**config.mk**
```make
export PLATFORM = sky130hd
export DESIGN_NAME = fbfa_ram
export DESIGN_NICKNAME = d
export VERILOG_FILES = /design/src/sv/fbfa_ram.sv
export SDC_FILE = /design/constraint.sdc
export NUM_CORES = 1
export LEC_CHECK = 0
export BUFFER_PORTS_ARGS = -buffer_cell sky130_fd_sc_hd__buf_2
export CORE_MARGIN = 2
export CORE_UTILIZATION = 54
export DETAILED_ROUTE_END_ITERATION = 12
export GPL_TIMING_DRIVEN = 0
export PLACE_DENSITY = 0.79
export SYNTH_ARGS = -nofsm -noshare
export SYNTH_HDL_FRONTEND = slang
export SYNTH_SLANG_ARGS = --single-unit
```
**constraint.sdc**
```tcl
create_clock -name clk -period 1.7 [get_ports clk]
set_input_delay 0.34 -clock clk [delete_from_list [all_inputs] [get_ports clk]]
set_output_delay 0.34 -clock clk [all_outputs]
set_load 0.005 [all_outputs]
```
**src/sv/fbfa_ram.sv**
```systemverilog
// ----------------------------------------------------------------------------
// fbfa_ram: generic single-port-write, single-port-read synchronous RAM
// One write and one registered read per cycle.
// ----------------------------------------------------------------------------
module fbfa_ram #(
  parameter int WIDTH = 8,
  parameter int DEPTH = 16,
  parameter int ADDR_W = $clog2(DEPTH)
) (
  input  logic              clk,
  input  logic              we,
  input  logic [ADDR_W-1:0] waddr,
  input  logic [WIDTH-1:0]  wdata,
  input  logic              re,
  input  logic [ADDR_W-1:0] raddr,
  output logic [WIDTH-1:0]  rdata
);

  logic [WIDTH-1:0] mem [DEPTH];

  always_ff @(posedge clk) begin
    if (we) begin
      mem[waddr] <= wdata;
    end
    if (re) begin
      rdata <= mem[raddr];
    end
  end

endmodule

```
# == Word-level counts from Yosys, hierarchy flattened ==
# Memory sizes are Yosys's and may differ from the RTL's. A register that Yosys moved wholly into a read port is not among the register bits.
# Index checks and enable logic that the tools add are counted.
# op_classes
mux,2
# op_table
op,n
two-way mux 1 bit,2
# word_totals
register_bits,0
mem_bits_rw,128
inputBits,19
out_inout_bits,8
wordCells,3
n_memories,1
# memory_table
name,depth,width,rd,rd_ports_with_merged_regs,write_ports,line,source
mem,16,8,1,1,1,19,logic [WIDTH-1:0] mem [DEPTH];

# == Depth between registers and ports, before layout ==
# depth
depth_word,2
depth_mapped,5
ltp_nobuf,3

# == Worst setup path after synthesis ==
# OpenSTA, ideal clock, no wires.
# synth_path
path_kind,input -> register
startpoint,input port waddr[2]
endpoint,memory mem[0][0] (enable)
setup_time_ps,383
t_arrival_ps,1450
required_time_ps,1317
setup_slack_ps,-133
cell_stages,2
n_path_buf,0
path_cell_list,or3b_2 > nor3_1
# synth_rtl
element,line,source
from (decl),12,"input logic [ADDR_W-1:0] waddr,"
to (decl),19,
# Straight into the memory's write port.

==> flow_summary.ini <==
[run_status]
status = completed

[worst_setup_path]
crit_chain = mux4_1, a22oi_1, nand2_1
crit_path_end_kind = flip-flop
cp_top_family = multiplexers
timing.rr.start = mem[5][2]
slowest_stage = mux4_1
reg2reg_depth = 3
worstPathRequired_ns = 1.95
crit_type = reg -> reg
r2r_setup_slack_ns = 0.01
slowest_delay_ns = 0.61
crit_arrival_ns = 1.94
cp-start-kind = flip-flop
r2r_end = rdata[2]
crit_buf_inv = 0
cp_max_fo = 1

[floorplanning]
die_width_um = 102
core_area_um2 = 9330
start_util_pct = 56.0
dieArea_um2 = 10500
die_h_um = 102
io_pins = 27
rows = 35

[cts]
ctsHoldBuffers = 0
clk_path_buf_depth = 2
clock_sinks = 136
cts_setup_buffers = 0
clk_latency_ns = 0.51
clock_tree.root_cell = clkbuf_8
htree_levels = 4
cts-buffers-inserted = 17
cts.repair.resized = 0
clk_pin_slew_ns = 0.06
cts_tree = done

[synth]
syn_nets = 248
synth.avg_cell_area_um2 = 22.8
ys_seq_area_share_pct = 78.1
synth_top_area_share_pct = 78.1
mappedNetlistArea_um2 = 5230
yosys.area.top_type = edfxtp_1
synthFlopType = edfxtp_1
synthTopCellsByCount = edfxtp_1, mux4_2, a22oi_1
ys_warn_count = 0
ys_top_cells_by_area = edfxtp_1, mux4_2, mux4_1, a22oi_1, nor2_1
async_flop_share_pct = 0
ys_seq_elements = 136
syn_inst = 229
synth_edf_count = 136
ys_types = 18
yosysMostFrequentCell = edfxtp_1

[timing]
max_clock_freq_mhz = 593
fin_crit_sh_pct = 99.2
grt_setup_unrepaired = no
slew-limit-headroom_pct = 13.9
fin_worst_skew_ns = 0.00859
timing.final.crit_period_ns = 1.69
drv_slew = 0
worst_pin_slew_ns = 1.28
finalSetupViolations = 0
hold_viol_final = 0

[global_route]
antenna_found_initial = 0
grtUsageMet1_pct = 28.2
grt_max_degree = 17
global_route.usage.met2_pct = 32.4
met3_usage_pct = 5.54
grt_pass1_wl_mm = 14.5
grt_pass1_vias = 2457
top_usage_layer = met2
overflow = 0
gr-usage-all-layers_pct = 20.5

[power]
power_mw = 7.82
p_leak_nw = 2.04
powerDensity_nw_per_um2 = 1280
ir_drop_v = 0.000720

[placed_design]
dp_hpwl_mm = 5.86
numPortBuffers = 25
gp_congestion = 0.743

[hold_path]
hp-start = re
min_path_cells = 1
whs_endpoint = rdata[0]
hp-class = in -> reg

[routing]
drt-total-wl_mm = 9.68
ant_nets = 0
drt_iter0_drc = 306
drt_first_pass_iters = 4
routedWlPerCell_um = 23.3
drc = 0
viasPerCell = 5.95
vias = 2469

[layout]
n_antenna_cell = 0
fin_nets = 292
num-fill-cells = 575
fin_util_pct = 65.6
syn_to_final_growth_pct = 17.1
drive_gt1_share_pct = 29.4

[run]
drv_cap = 0
## cells in the final DEF (no fill, tap or decap), types with 4 or more instances in the layout
master / n
edfxtp_1: 136
buf_2: 28
mux4_2: 18
a22oi_1: 16
clkbuf_16: 16
mux4_1: 14
nor2_1: 13
nand2_1: 9
bufinv_16: 4
## stage by stage
stage	worst slack, ns	std cells	hold slack (ns)	TNS, ns	area (um2)
floorplan	0.0776	229	0.439	0	5230
global placement	-0.384	383	0.674	-17.66	5520
detailed placement	-0.391	383	0.685	-19.72	5520
CTS	0.0833	415	0.155	0	6120
global route	0.0370	415	0.168	0	6120
finish	0.0135	415	0.168	0	6120
## registers in the layout, summed over array words and instances (netlist names)
name / count
mem: 128
rdata: 8
## per-layer routing
metal / routed length (um) / up-vias
met5: 0 / -
li1: - / 1068
met3: 632 / 17
met1: 3990 / 1257
met2: 4890 / 127
met4: 170 / 0
## how the worst max path moves through the flow
| stage | from | endpoint | slack (ns) | cells after the start |
|---|---|---|---|---|
| 5_1_grt | waddr[3] | mem[4][5] | 0.04 | 3 |
| 2_1_floorplan | raddr[0] | rdata[1] | 0.08 | 5 |
| 4_1_cts | mem[5][2] | rdata[2] | 0.08 | 3 |
| 3_5_place_dp | waddr[2] | mem[8][3] | -0.39 | 3 |
| 6_report | mem[5][2] | rdata[2] | 0.01 | 3 |
| 3_3_place_gp | waddr[2] | mem[8][1] | -0.38 | 3 |
## logic make-up after synthesis
group                  after synthesis  synth area share, %
AOI/OAI and AO/OA                   16                 2.30
buffers and inverters               10                 1.65
DFF                                136                 78.1
muxes                               32                 14.8
and+or+nand+nor                     35                 3.14
## layout make-up
class / count / area, um2 / area share (%)
buffer: 10 / 86.3 / 1.41
clock buffer: 19 / 422 / 6.89
clock inverter: 13 / 179 / 2.92
multi-input combinational: 83 / 1060 / 17.4
sequential: 136 / 4080 / 66.7
tap: 129 / 161 / 2.64
timing repair buffer: 25 / 125 / 2.04
## power by group
| part | internal [mW] | switching, mW |
|---|---|---|
| Combinational | 0.145 | 0.204 |
| Sequential | 3.78 | 0.0176 |
| Clock | 2.37 | 1.30 |
No activity file was read; power rests on OpenSTA's default activity.
