[config.mk]
export PLATFORM = sky130hd
export DESIGN_NAME = fbfa_geom
export DESIGN_NICKNAME = d
export VERILOG_FILES = /design/src/sv/fbfa_pkg.sv /design/src/sv/fbfa_geom.sv
export SDC_FILE = /design/constraint.sdc
export NUM_CORES = 1
export LEC_CHECK = 0
export BUFFER_PORTS_ARGS = -buffer_cell sky130_fd_sc_hd__clkbuf_2
export CAP_MARGIN = 40
export CORE_ASPECT_RATIO = 0.75
export CORE_MARGIN = 1
export CORE_UTILIZATION = 40
export DETAILED_ROUTE_END_ITERATION = 7
export PLACE_DENSITY = 0.62
export SLEW_MARGIN = 40
export SYNTH_ARGS = -nofsm -noshare
export SYNTH_HDL_FRONTEND = slang
export SYNTH_SLANG_ARGS = --single-unit
[constraint.sdc]
create_clock -name clk -period 8.3 [get_ports clk]
set_clock_uncertainty 0.2 [all_clocks]
set_input_delay 0.83 -clock clk [delete_from_list [all_inputs] [get_ports clk]]
set_output_delay 0.83 -clock clk [all_outputs]
set_load 0.05 [all_outputs]
[src/sv/fbfa_pkg.sv]
// ----------------------------------------------------------------------------
// fbfa_pkg: shared types and constants of the fixed block pool allocator
// Pool geometry, item layouts, request kinds and status codes.
// ----------------------------------------------------------------------------
package fbfa_pkg;

  // Pool geometry.
  localparam int MAX_BLOCKS   = 1024;
  localparam int HEADER_BYTES = 0;
  localparam int IDX_W        = $clog2(MAX_BLOCKS);
  localparam int LINK_W       = $clog2(MAX_BLOCKS + 1);
  localparam int ENTRY_W      = LINK_W + 1;  // {in_use, next_link}

  localparam logic [LINK_W-1:0] NULL_LINK = LINK_W'(MAX_BLOCKS);

  // Request kinds.
  localparam logic [1:0] KIND_ALLOC   = 2'd0;
  localparam logic [1:0] KIND_FREE    = 2'd1;
  localparam logic [1:0] KIND_INIT    = 2'd2;
  localparam logic [1:0] KIND_DISPOSE = 2'd3;

  // Result status codes.
  localparam logic [2:0] ST_OK       = 3'd0;
  localparam logic [2:0] ST_EMPTY    = 3'd1;
  localparam logic [2:0] ST_NOT_INIT = 3'd2;
  localparam logic [2:0] ST_ALREADY  = 3'd3;
  localparam logic [2:0] ST_BAD      = 3'd4;

  // Configuration register indexes.
  localparam logic [1:0] CFG_POOL_BASE   = 2'd0;
  localparam logic [1:0] CFG_POOL_BYTES  = 2'd1;
  localparam logic [1:0] CFG_BLOCK_SHIFT = 2'd2;
  localparam logic [1:0] CFG_ALIGN_SHIFT = 2'd3;

  typedef struct packed {
    logic [1:0]  kind;
    logic [31:0] free_address;
  } in_item_t;

  typedef struct packed {
    logic [31:0] address;
    logic [2:0]  status;
    logic [31:0] used_bytes;
    logic [10:0] allocation_count;
    logic        initialized;
  } out_item_t;

  // Pool geometry computed for an initialize request.
  typedef struct packed {
    logic              done;
    logic [31:0]       base;
    logic [4:0]        shift;
    logic [LINK_W-1:0] count;
  } geom_t;

endpackage

[src/sv/fbfa_geom.sv]
// ----------------------------------------------------------------------------
// fbfa_geom: pool geometry unit
// Two-stage pipeline that aligns the pool base and counts whole blocks.
// ----------------------------------------------------------------------------
module fbfa_geom (
  input  logic            clk,
  input  logic            rst,
  input  logic            start,
  input  logic [31:0]     pool_base,
  input  logic [31:0]     pool_bytes,
  input  logic [4:0]      block_shift,
  input  logic [2:0]      align_shift,
  output fbfa_pkg::geom_t geom
);
  import fbfa_pkg::*;

  logic [4:0]  sh;
  logic [7:0]  amask;
  logic [7:0]  adj;
  logic [32:0] base_w;

  logic        s1_valid;
  logic [4:0]  s1_sh;
  logic [32:0] s1_base;
  logic        s1_ok;
  logic [31:0] s1_room;

  logic [32:0] cnt;
  logic [32:0] lim;
  logic [32:0] fit;
  logic [32:0] capped;

  // Stage 1: clamp the shift and round the base up to the alignment.
  always_comb begin
    if (block_shift < 5'd3) begin
      sh = 5'd3;
    end else if (block_shift > 5'd16) begin
      sh = 5'd16;
    end else begin
      sh = block_shift;
    end
    amask  = 8'((16'd1 << align_shift) - 16'd1);
    adj    = (8'd0 - pool_base[7:0]) & amask;
    base_w = {1'b0, pool_base} + 33'(adj);
  end

  // Stage 2: blocks that fit in the room and below the top of the address space, capped at MAX_BLOCKS.
  always_comb begin
    cnt    = 33'(s1_room) >> s1_sh;
    lim    = (33'h1_0000_0000 - s1_base) >> s1_sh;
    fit    = (cnt > lim) ? lim : cnt;
    capped = (fit > 33'(MAX_BLOCKS)) ? 33'(MAX_BLOCKS) : fit;
  end

  always_ff @(posedge clk) begin
    if (rst) begin
      s1_valid  <= 1'b0;
      geom.done <= 1'b0;
    end else begin
      s1_valid  <= start;
      geom.done <= s1_valid;
    end
    s1_sh      <= sh;
    s1_base    <= base_w;
    s1_ok      <= (pool_bytes >= 32'(adj)) && !base_w[32];
    s1_room    <= pool_bytes - 32'(adj);
    geom.base  <= s1_base[31:0];
    geom.shift <= s1_sh;
    geom.count <= s1_ok ? LINK_W'(capped) : '0;
  end

endmodule

Yosys cells after proc, flatten, opt, wreduce, memory -nomap -nowiden
Cells that the tools add are included.
- muxes and demuxes: 3
- add/subtract/negate cells: 5
- reductions and logical operators: 4
- bitwise operators: 2
- order comparisons: 5
- shift-type cells: 3
- operator list (kind ; count):
    $add 32x8->33 ; 1
    $gt 33x11->1 const B ; 1
    $gt 33x33->1 ; 1
    $mux 33 ; 1
    $shr 32x5->33 ; 1
    $shr 33x5->33 ; 1
    $sub 33x33->33 const A ; 1
    $ge 32x8->1 ; 1
    $sub 32x8->32 ; 1
    $mux 11 ; 1
    $and 8x8->8 ; 1
    $shl 1x3->8 const A ; 1
    $sub 1x8->8 const A ; 1
    $sub 8x1->8 const B ; 1
    $gt 5x5->1 const B ; 1
    $lt 5x2->1 const B ; 1
    $mux 5 ; 1
    $reduce_or 2->1 ; 2
    $logic_and 1x1->1 ; 1
    $logic_not 1->1 ; 1
    $not 1->1 ; 1
- output and inout bits: 49
- input bits: 75
- register bits: 121

Logic depth before layout (Yosys ltp)
Gate-level depths: netlist of the first run.
- depth after elaboration: 6
- depth in mapped cells: 27
- gate-level depth less buffers: 23

Least setup slack after synthesis of the first run
OpenSTA, ideal clock, no wires.
- path kind: register to register
- from: register s1_base[10]
- to: register geom[6] (netlist name)
- library setup time: 92 ps
- cell stages (with the launch flop): 24
- path slack: 2720 ps
- arrival: 5288 ps
- required time: 8008 ps
- cells stage by stage: dfxtp_1 -> buf_6 -> or4_4 -> buf_6 -> or4_4 -> buf_6 -> o31ai_1 -> and3_1 -> nor3_1 -> or4_1 -> and2_1 -> ha_1 -> nand4_1 -> nor3_1 -> a211oi_1 -> o21ai_0 -> a211oi_1 -> a211oi_1 -> clkbuf_1 -> nand4_1 -> o31ai_2 -> o2111ai_1 -> buf_2 -> nor4_1
- longest elaborated chain between the ends: 6
- ends and longest elaborated chain (what ; line ; source):
    from (decl) ; fbfa_geom.sv:24 ; logic [32:0] s1_base;
    from (signal assigned) ; fbfa_geom.sv:64 ; s1_base <= base_w;
    $sub 33x33->33 (*) ; fbfa_geom.sv:50 ; lim = (33'h1_0000_0000 - s1_base) >> s1_sh;
    $shr 33x5->33 (*) ; fbfa_geom.sv:50 ;
    $gt 33x33->1 ; fbfa_geom.sv:51 ; fit = (cnt > lim) ? lim : cnt;
    $mux 33 (*) ; fbfa_geom.sv:51 ;
    $gt 33x11->1 ; fbfa_geom.sv:52 ; capped = (fit > 33'(MAX_BLOCKS)) ? 33'(MAX_BLOCKS) : fit;
    $reduce_or 2->1 (no source line) ; -- ;
    to (decl) ; fbfa_geom.sv:13 ; output fbfa_pkg::geom_t geom
Mark *: on every way between the ends. The rest lies on a longest branch, timed or not.
A chain may end at the register's enable or synchronous reset.

Worst setup path after layout of the first run
- from: register s1_base[0]
- to: register geom[3] (netlist name)
The elaborated chain is that of the path after synthesis.

==> flow_summary.yaml, run 1 <==
placement:
  dpl_worst_slack_ns: 1.37
  gp_congestion: 1.02
  hpwl_mm: 27.8
  placedCellCount: 1755
  io_buffers: 123
die:
  die_x_um: 190
  num_io_pins: 124
  initial_core_util_pct: 40.8
  fp.coreArea_mm2: 0.0260
  num_rows: 51
  die_height_um: 143
  die-area_mm2: 0.0272
synth:
  synthArstFlopShare_pct: 0
  yosys_warnings: 0
  yosys-top-cells-area: "dfxtp_1 (23%), mux4_2 (6.2%), nand2_1 (5.7%), ha_1 (5.2%), nor2_1 (4.7%)"
  yosysMostFrequentCell: "nand2_1"
  ys_seq_elements: 121
  synth.distinct_cells: 97
  ys.flop_type: "dfxtp_1"
  yosysSeqAreaShare_pct: 22.8
  synth_top_area_share_pct: 22.8
  synthesis.area_mm2: 0.0106
  synth_largest_area_cell: "dfxtp_1"
  synth_common_cells: "nand2_1 (161), nor2_1 (133), dfxtp_1 (121)"
  syn_inst: 1363
  synth_edf_count: 0
  synth_nets: 1483
  syn_avg_cell_area_um2: 7.79
clock_tree:
  clockRootBuffer: "clkbuf_16"
  ctsResizeCount: 0
  clkTransAtPathRegs_ns: 0.06
  post_cts_buffers: 0
  htree_levels: 4
  holdBufCountCts: 0
  cts_tree: "yes"
  cts_buffers: 17
  clockBufferDepth: 2
  clkSinkCount: 121
  clk_latency_ns: 0.44
timing:
  slew_headroom_pct: 41.2
  rsz0062_at_grt: "no"
  hold_slack_ns: 0.190
  post-route-min-period_ns: 7.17
  fmax_ghz: 0.140
  setup_viol: 0
  setup_tns_ns: 0
  layout_setup_ws_ns: 1.13
  fin_crit_sh_pct: 86.3
  worst_slew_pin_slew_ns: 0.879
  maxSlewViolCount: 0
  hold_viol: 0
global_route:
  gr-total-overflow: 0
  grt_pass1_vias: 10100
  grt_pass1_wl_mm: 56.8
  track_usage_pct: 26.9
  grt_max_degree: 67
  antenna_found_initial: 0
worst_setup_path:
  cp_data_required_time_ns: 8.43
  regToRegSetupSlack_ns: 1.13
  arrival_ns: 7.30
  crit_fanout: 29
  start_kind: "flip-flop"
  crit_path_end_kind: "flip-flop"
  crit_type: "reg -> reg"
routing:
  drc: 0
  postRouteAntennaNets: 0
  drt-total-wl_mm: 36.0
  firstDrtPassIters: 6
  vias_per_cell: 6.18
  drt_iter0_drc: 1177
  wl_per_cell_um: 20.2
  via_count: 11000
min_path:
  min_path_type: "reg -> reg"
power_and_ir_drop:
  peakVddDrop_mv: 0.140
  p_leak_nw: 4.83
  power.density_mw_per_mm2: 186
final_layout:
  area_delta_synth_final_pct: 13.5
  fin_nets: 1550
  drive_above_1_share_pct: 17.7
  instances_no_fill: 1787
  diodes: 0
flow_run:
  cap_viol_max_count: 0
run_status:
  outcome: "finished clean"
==> cells in the final DEF, fill, tap and decap left out, drive strengths merged, types with 19 or more instances in the layout <==
master  netlist  final
nor4         39     39
ha           44     44
nand2       161    161
nor2        134    134
mux2i        35     35
xor2         35     35
a21oi        66     66
nand3        38     38
inv          38     40
xnor2        29     29
o21ai        51     51
nand2b       23     23
mux4         29     29
dfxtp       121    121
nand4        21     21
or4          19     19
o31ai        19     19
clkbuf       63    144
nor3         68     68
==> state kept, by name, summed over array words and instances (netlist names) <==
register and flops:
s1_base 33, geom 49, s1_room 32, s1_ok 1, s1_sh 5, s1_valid 1
==> worst paths after layout <==
| path | startpoint | end | depth (start not counted) |
|---|---|---|---|
| max | s1_base[0] | geom[3] | 23 |
| min reg2reg | s1_base[1] | geom[17] | 0 |
| max reg2reg | s1_base[0] | geom[3] | 23 |
| min | s1_base[1] | geom[17] | 0 |
==> worst max-delay path: stages, from the launching register on <==
cell and delay (ns):
dfxtp_1 0.33, inv_1 0.08, ha_1 0.25, nor4b_2 0.74, nand4_1 0.37, o31ai_1 0.62, and2_1 0.29, a2bb2oi_1 0.52
nor2_1 0.14, a2111oi_2 0.59, and2_1 0.23, ha_1 0.24, nand4_1 0.12, nor2_1 0.07, a221oi_1 0.23, o21ai_0 0.14
a211oi_1 0.29, a211oi_2 0.10, buf_4 0.24, inv_1 0.19, mux2_2 0.38, nor4_2 0.14, a41oi_1 0.24, nor4_1 0.33
==> routing by layer <==
metal	up-vias	global-route usage (%)	wire length, µm
met4	0	6.49	463
met3	38	6.44	3500
li1	5266	-	-
met5	-	0	0
met1	5204	40.0	17400
met2	536	38.1	14600
==> kinds of logic after synthesis <==
kind of cell             Yosys count  synth area share, %
AO/OA/AOI/OAI                    340                 23.0
XOR/XNOR                          64                 5.28
adder cells (fa/ha/maj)           45                 5.37
buffers and inverters            130                 5.01
flip-flops                       121                 22.8
multiplexers                      74                 10.5
other                              1               0.0353
AND/OR/NAND/NOR                  588                 28.0
==> area by class of cell <==
cell class | count | area [µm²]
inverters | 40 | 150
multi-input cells | 1112 | 7710
fillers | 2681 | 14000
clock buffers | 21 | 460
clock inverters | 11 | 144
repair buffers | 138 | 732
well taps | 344 | 430
flip-flops and latches | 121 | 2430
==> stage by stage <==
step                util, %  instance area [µm²]  power, W
floorplan                 -                10600   0.00123
global placement       43.8                11400   0.00146
detailed placement     43.9                11400   0.00145
CTS                    46.2                12000   0.00224
global route           46.3                12100   0.00235
finish                 46.3                12100   0.00224
==> power breakdown <==
group          switching (W)  internal [W]
clock network       0.000284      0.000487
registers          0.0000564      0.000629
logic               0.000499      0.000284
No activity file was read; power rests on OpenSTA's default activity.
==> run 2, diff against run 1 <==
--- a/config.mk
+++ b/config.mk
@@ -12,4 +12,5 @@
 export CORE_UTILIZATION = 40
 export DETAILED_ROUTE_END_ITERATION = 7
+export HOLD_SLACK_MARGIN = 0.05
 export PLACE_DENSITY = 0.62
 export SLEW_MARGIN = 40
==> constraint.sdc (replaced) <==
create_clock -name clk -period 8.3 [get_ports clk]
set_clock_uncertainty 0.2 [all_clocks]
set_input_delay 0.415 -clock clk [delete_from_list [all_inputs] [get_ports clk]]
set_output_delay 0.415 -clock clk [all_outputs]
set_load 0.05 [all_outputs]
==> run 2 against run 1 <==
Net effect:
- flip-flop and latch count unchanged
- sequential share of layout area decreased by 0.91 points
- routed wire length increased by 2.3%
- clock power about the same
- register-to-register slack improved by 0.02 ns
- fmax increased by 0.28%
- combinational power increased by 2.7%
- final area increased by 4.7%
- setup slack improved by 0.020 ns
- non-clock buffer count increased by 57
- largest power group unchanged
- highest routed layer unchanged
==> flow_summary.yaml, run 2 (same netlist as run 1, synthesis figures left out) <==
final_layout:
  drive_above_1_share_pct: 17.1
  largest_register_ffs: 49
  regMostFlops: "geom"
  diodes: 0
  final_cell_mix: "nand2_1 (161), nor2_1 (132), clkbuf_2 (123)"
  top_regs: "geom x49, s1_base x33, s1_room x32"
  fin_nets: 1607
  utilization_pct: 48.5
  area_delta_synth_final_pct: 18.9
  final_common_cell: "nand2_1"
  fillers: 2605
  fin_area_mm2: 0.0126
placement:
  place_area_mm2: 0.0114
  io_buffers: 123
  hpwl_mm: 27.8
  gp_congestion: 1.02
global_route:
  grt_pass1_wl_mm: 58.1
  gr-total-overflow: 0
  antenna_found_initial: 0
  grt_pass1_vias: 10400
  grt_max_degree: 67
  track_usage_pct: 27.5
worst_setup_path:
  crit_type: "reg -> reg"
  cp_data_required_time_ns: 8.43
  cp_top_family: "compound AO/OA/AOI/OAI gates"
  start_kind: "flip-flop"
  path_buf_inv: 3
  crit_fanout: 29
  arrival_ns: 7.28
  crit_path_end_kind: "flip-flop"
  cp_slowest_stage_delay_ns: 0.67
  ff2ff_path_depth: 23
  crit_cells: 23
  crit_chain: "inv_1 > ha_1 > nor4b_2 > nand4_1 > o31ai_1 > and2_1 > a2bb2oi_1 > nor2_1 > a2111oi_2 > and2_1 > ha_1 > nand4_1 > nor2_1 > a221oi_1 > o21ai_0 > a211oi_1 > a211oi_2 > buf_4 > inv_1 > mux2_2 > nor4_2 > a41oi_1 > nor4_1"
  cp_slowest_cell: "nor4b_2"
clock_tree:
  ctsResizeCount: 0
  clk_latency_ns: 0.44
  clkSinkCount: 121
  post_cts_buffers: 0
  holdBufCountCts: 57
  htree_levels: 4
  clkTransAtPathRegs_ns: 0.06
  clockRootBuffer: "clkbuf_16"
  cts_tree: "yes"
  clockBufferDepth: 2
  cts_buffers: 17
timing:
  hold_slack_ns: 0.0973
  fmax_ghz: 0.140
  post-route-min-period_ns: 7.15
  worst_slew_pin_slew_ns: 0.865
  setup_tns_ns: 0
  maxSlewViolCount: 0
  rsz0062_at_grt: "no"
  slew_headroom_pct: 41.6
  setup_viol: 0
  fin_crit_sh_pct: 86.1
  hold_viol: 0
routing:
  vias_per_cell: 6.11
  drt-total-wl_mm: 36.8
  drt_iter0_drc: 1261
  wl_per_cell_um: 20.0
  drc: 0
  via_count: 11300
  postRouteAntennaNets: 0
  firstDrtPassIters: 6
min_path:
  min_path_type: "in -> reg"
  whs_path_depth: 3
power_and_ir_drop:
  power_frac_comb_pct: 35.6
  p_leak_nw: 5.07
  switching_share_pct: 37.3
  power.density_mw_per_mm2: 179
  p_switching_w: 0.000842
  peakVddDrop_mv: 0.139
  power.share.clock_pct: 34.1
  internal_power_w: 0.00142
  seqPwrFrac_pct: 30.3
die:
  die_x_um: 190
  initial_core_util_pct: 40.8
  fp.coreArea_mm2: 0.0260
  die_height_um: 143
  die-area_mm2: 0.0272
  num_rows: 51
  num_io_pins: 124
run_status:
  outcome: "finished clean"
flow_run:
  cap_viol_max_count: 0
==> run 2: area by class of cell <==
cell class | instances | area [µm²] | share of cell area [%]
Clock buffer | 21 | 460 | 3.65
Tap cell | 344 | 430 | 3.41
Timing Repair Buffer | 195 | 1300 | 10.3
Multi-Input combinational cell | 1112 | 7710 | 61.1
Clock inverter | 11 | 144 | 1.14
Inverter | 40 | 150 | 1.19
Sequential cell | 121 | 2430 | 19.2
==> run 2: stage by stage <==
| step | total power (W) | setup slack [ns] | cells |
|---|---|---|---|
| floorplan | 0.00123 | 2.72 | 1363 |
| global placement | 0.00146 | 1.35 | 1755 |
| detailed placement | 0.00145 | 1.37 | 1755 |
| CTS | 0.00226 | 1.36 | 1844 |
| global route | 0.00237 | 0.625 | 1844 |
| finish | 0.00226 | 1.15 | 1844 |
==> run 2: routing by layer <==
layer / part of all wire [%] / track usage (%)
met5: 0 / 0
met4: 1.3 / 6.49
met3: 9.9 / 6.49
met2: 41 / 39.7
met1: 47 / 40.4
==> run 2: tightest hold or removal path: stages <==
cell and delay, ns:
clkbuf_2 0.11, inv_1 0.08, xnor2_1 0.07
==> run 2: path summary, 6_finish.rpt <==
kind	to	slack (ns)	from
max	geom[3]	1.15	s1_base[0]
min	s1_room[8]	0.1	pool_bytes[8]
max reg2reg	geom[3]	1.15	s1_base[0]
min reg2reg	geom[17]	0.19	s1_base[1]
==> run 2: power by group through the flow <==
stage	Sequential (W)	Clock, W	Combinational [W]
after floorplan	0.000719	0	0.000512
after detailed placement	0.000695	0	0.000759
final	0.000684	0.000771	0.000804
after global routing	0.000692	0.000813	0.000869
after global placement	0.000694	0	0.000766
after CTS	0.000683	0.000789	0.000785
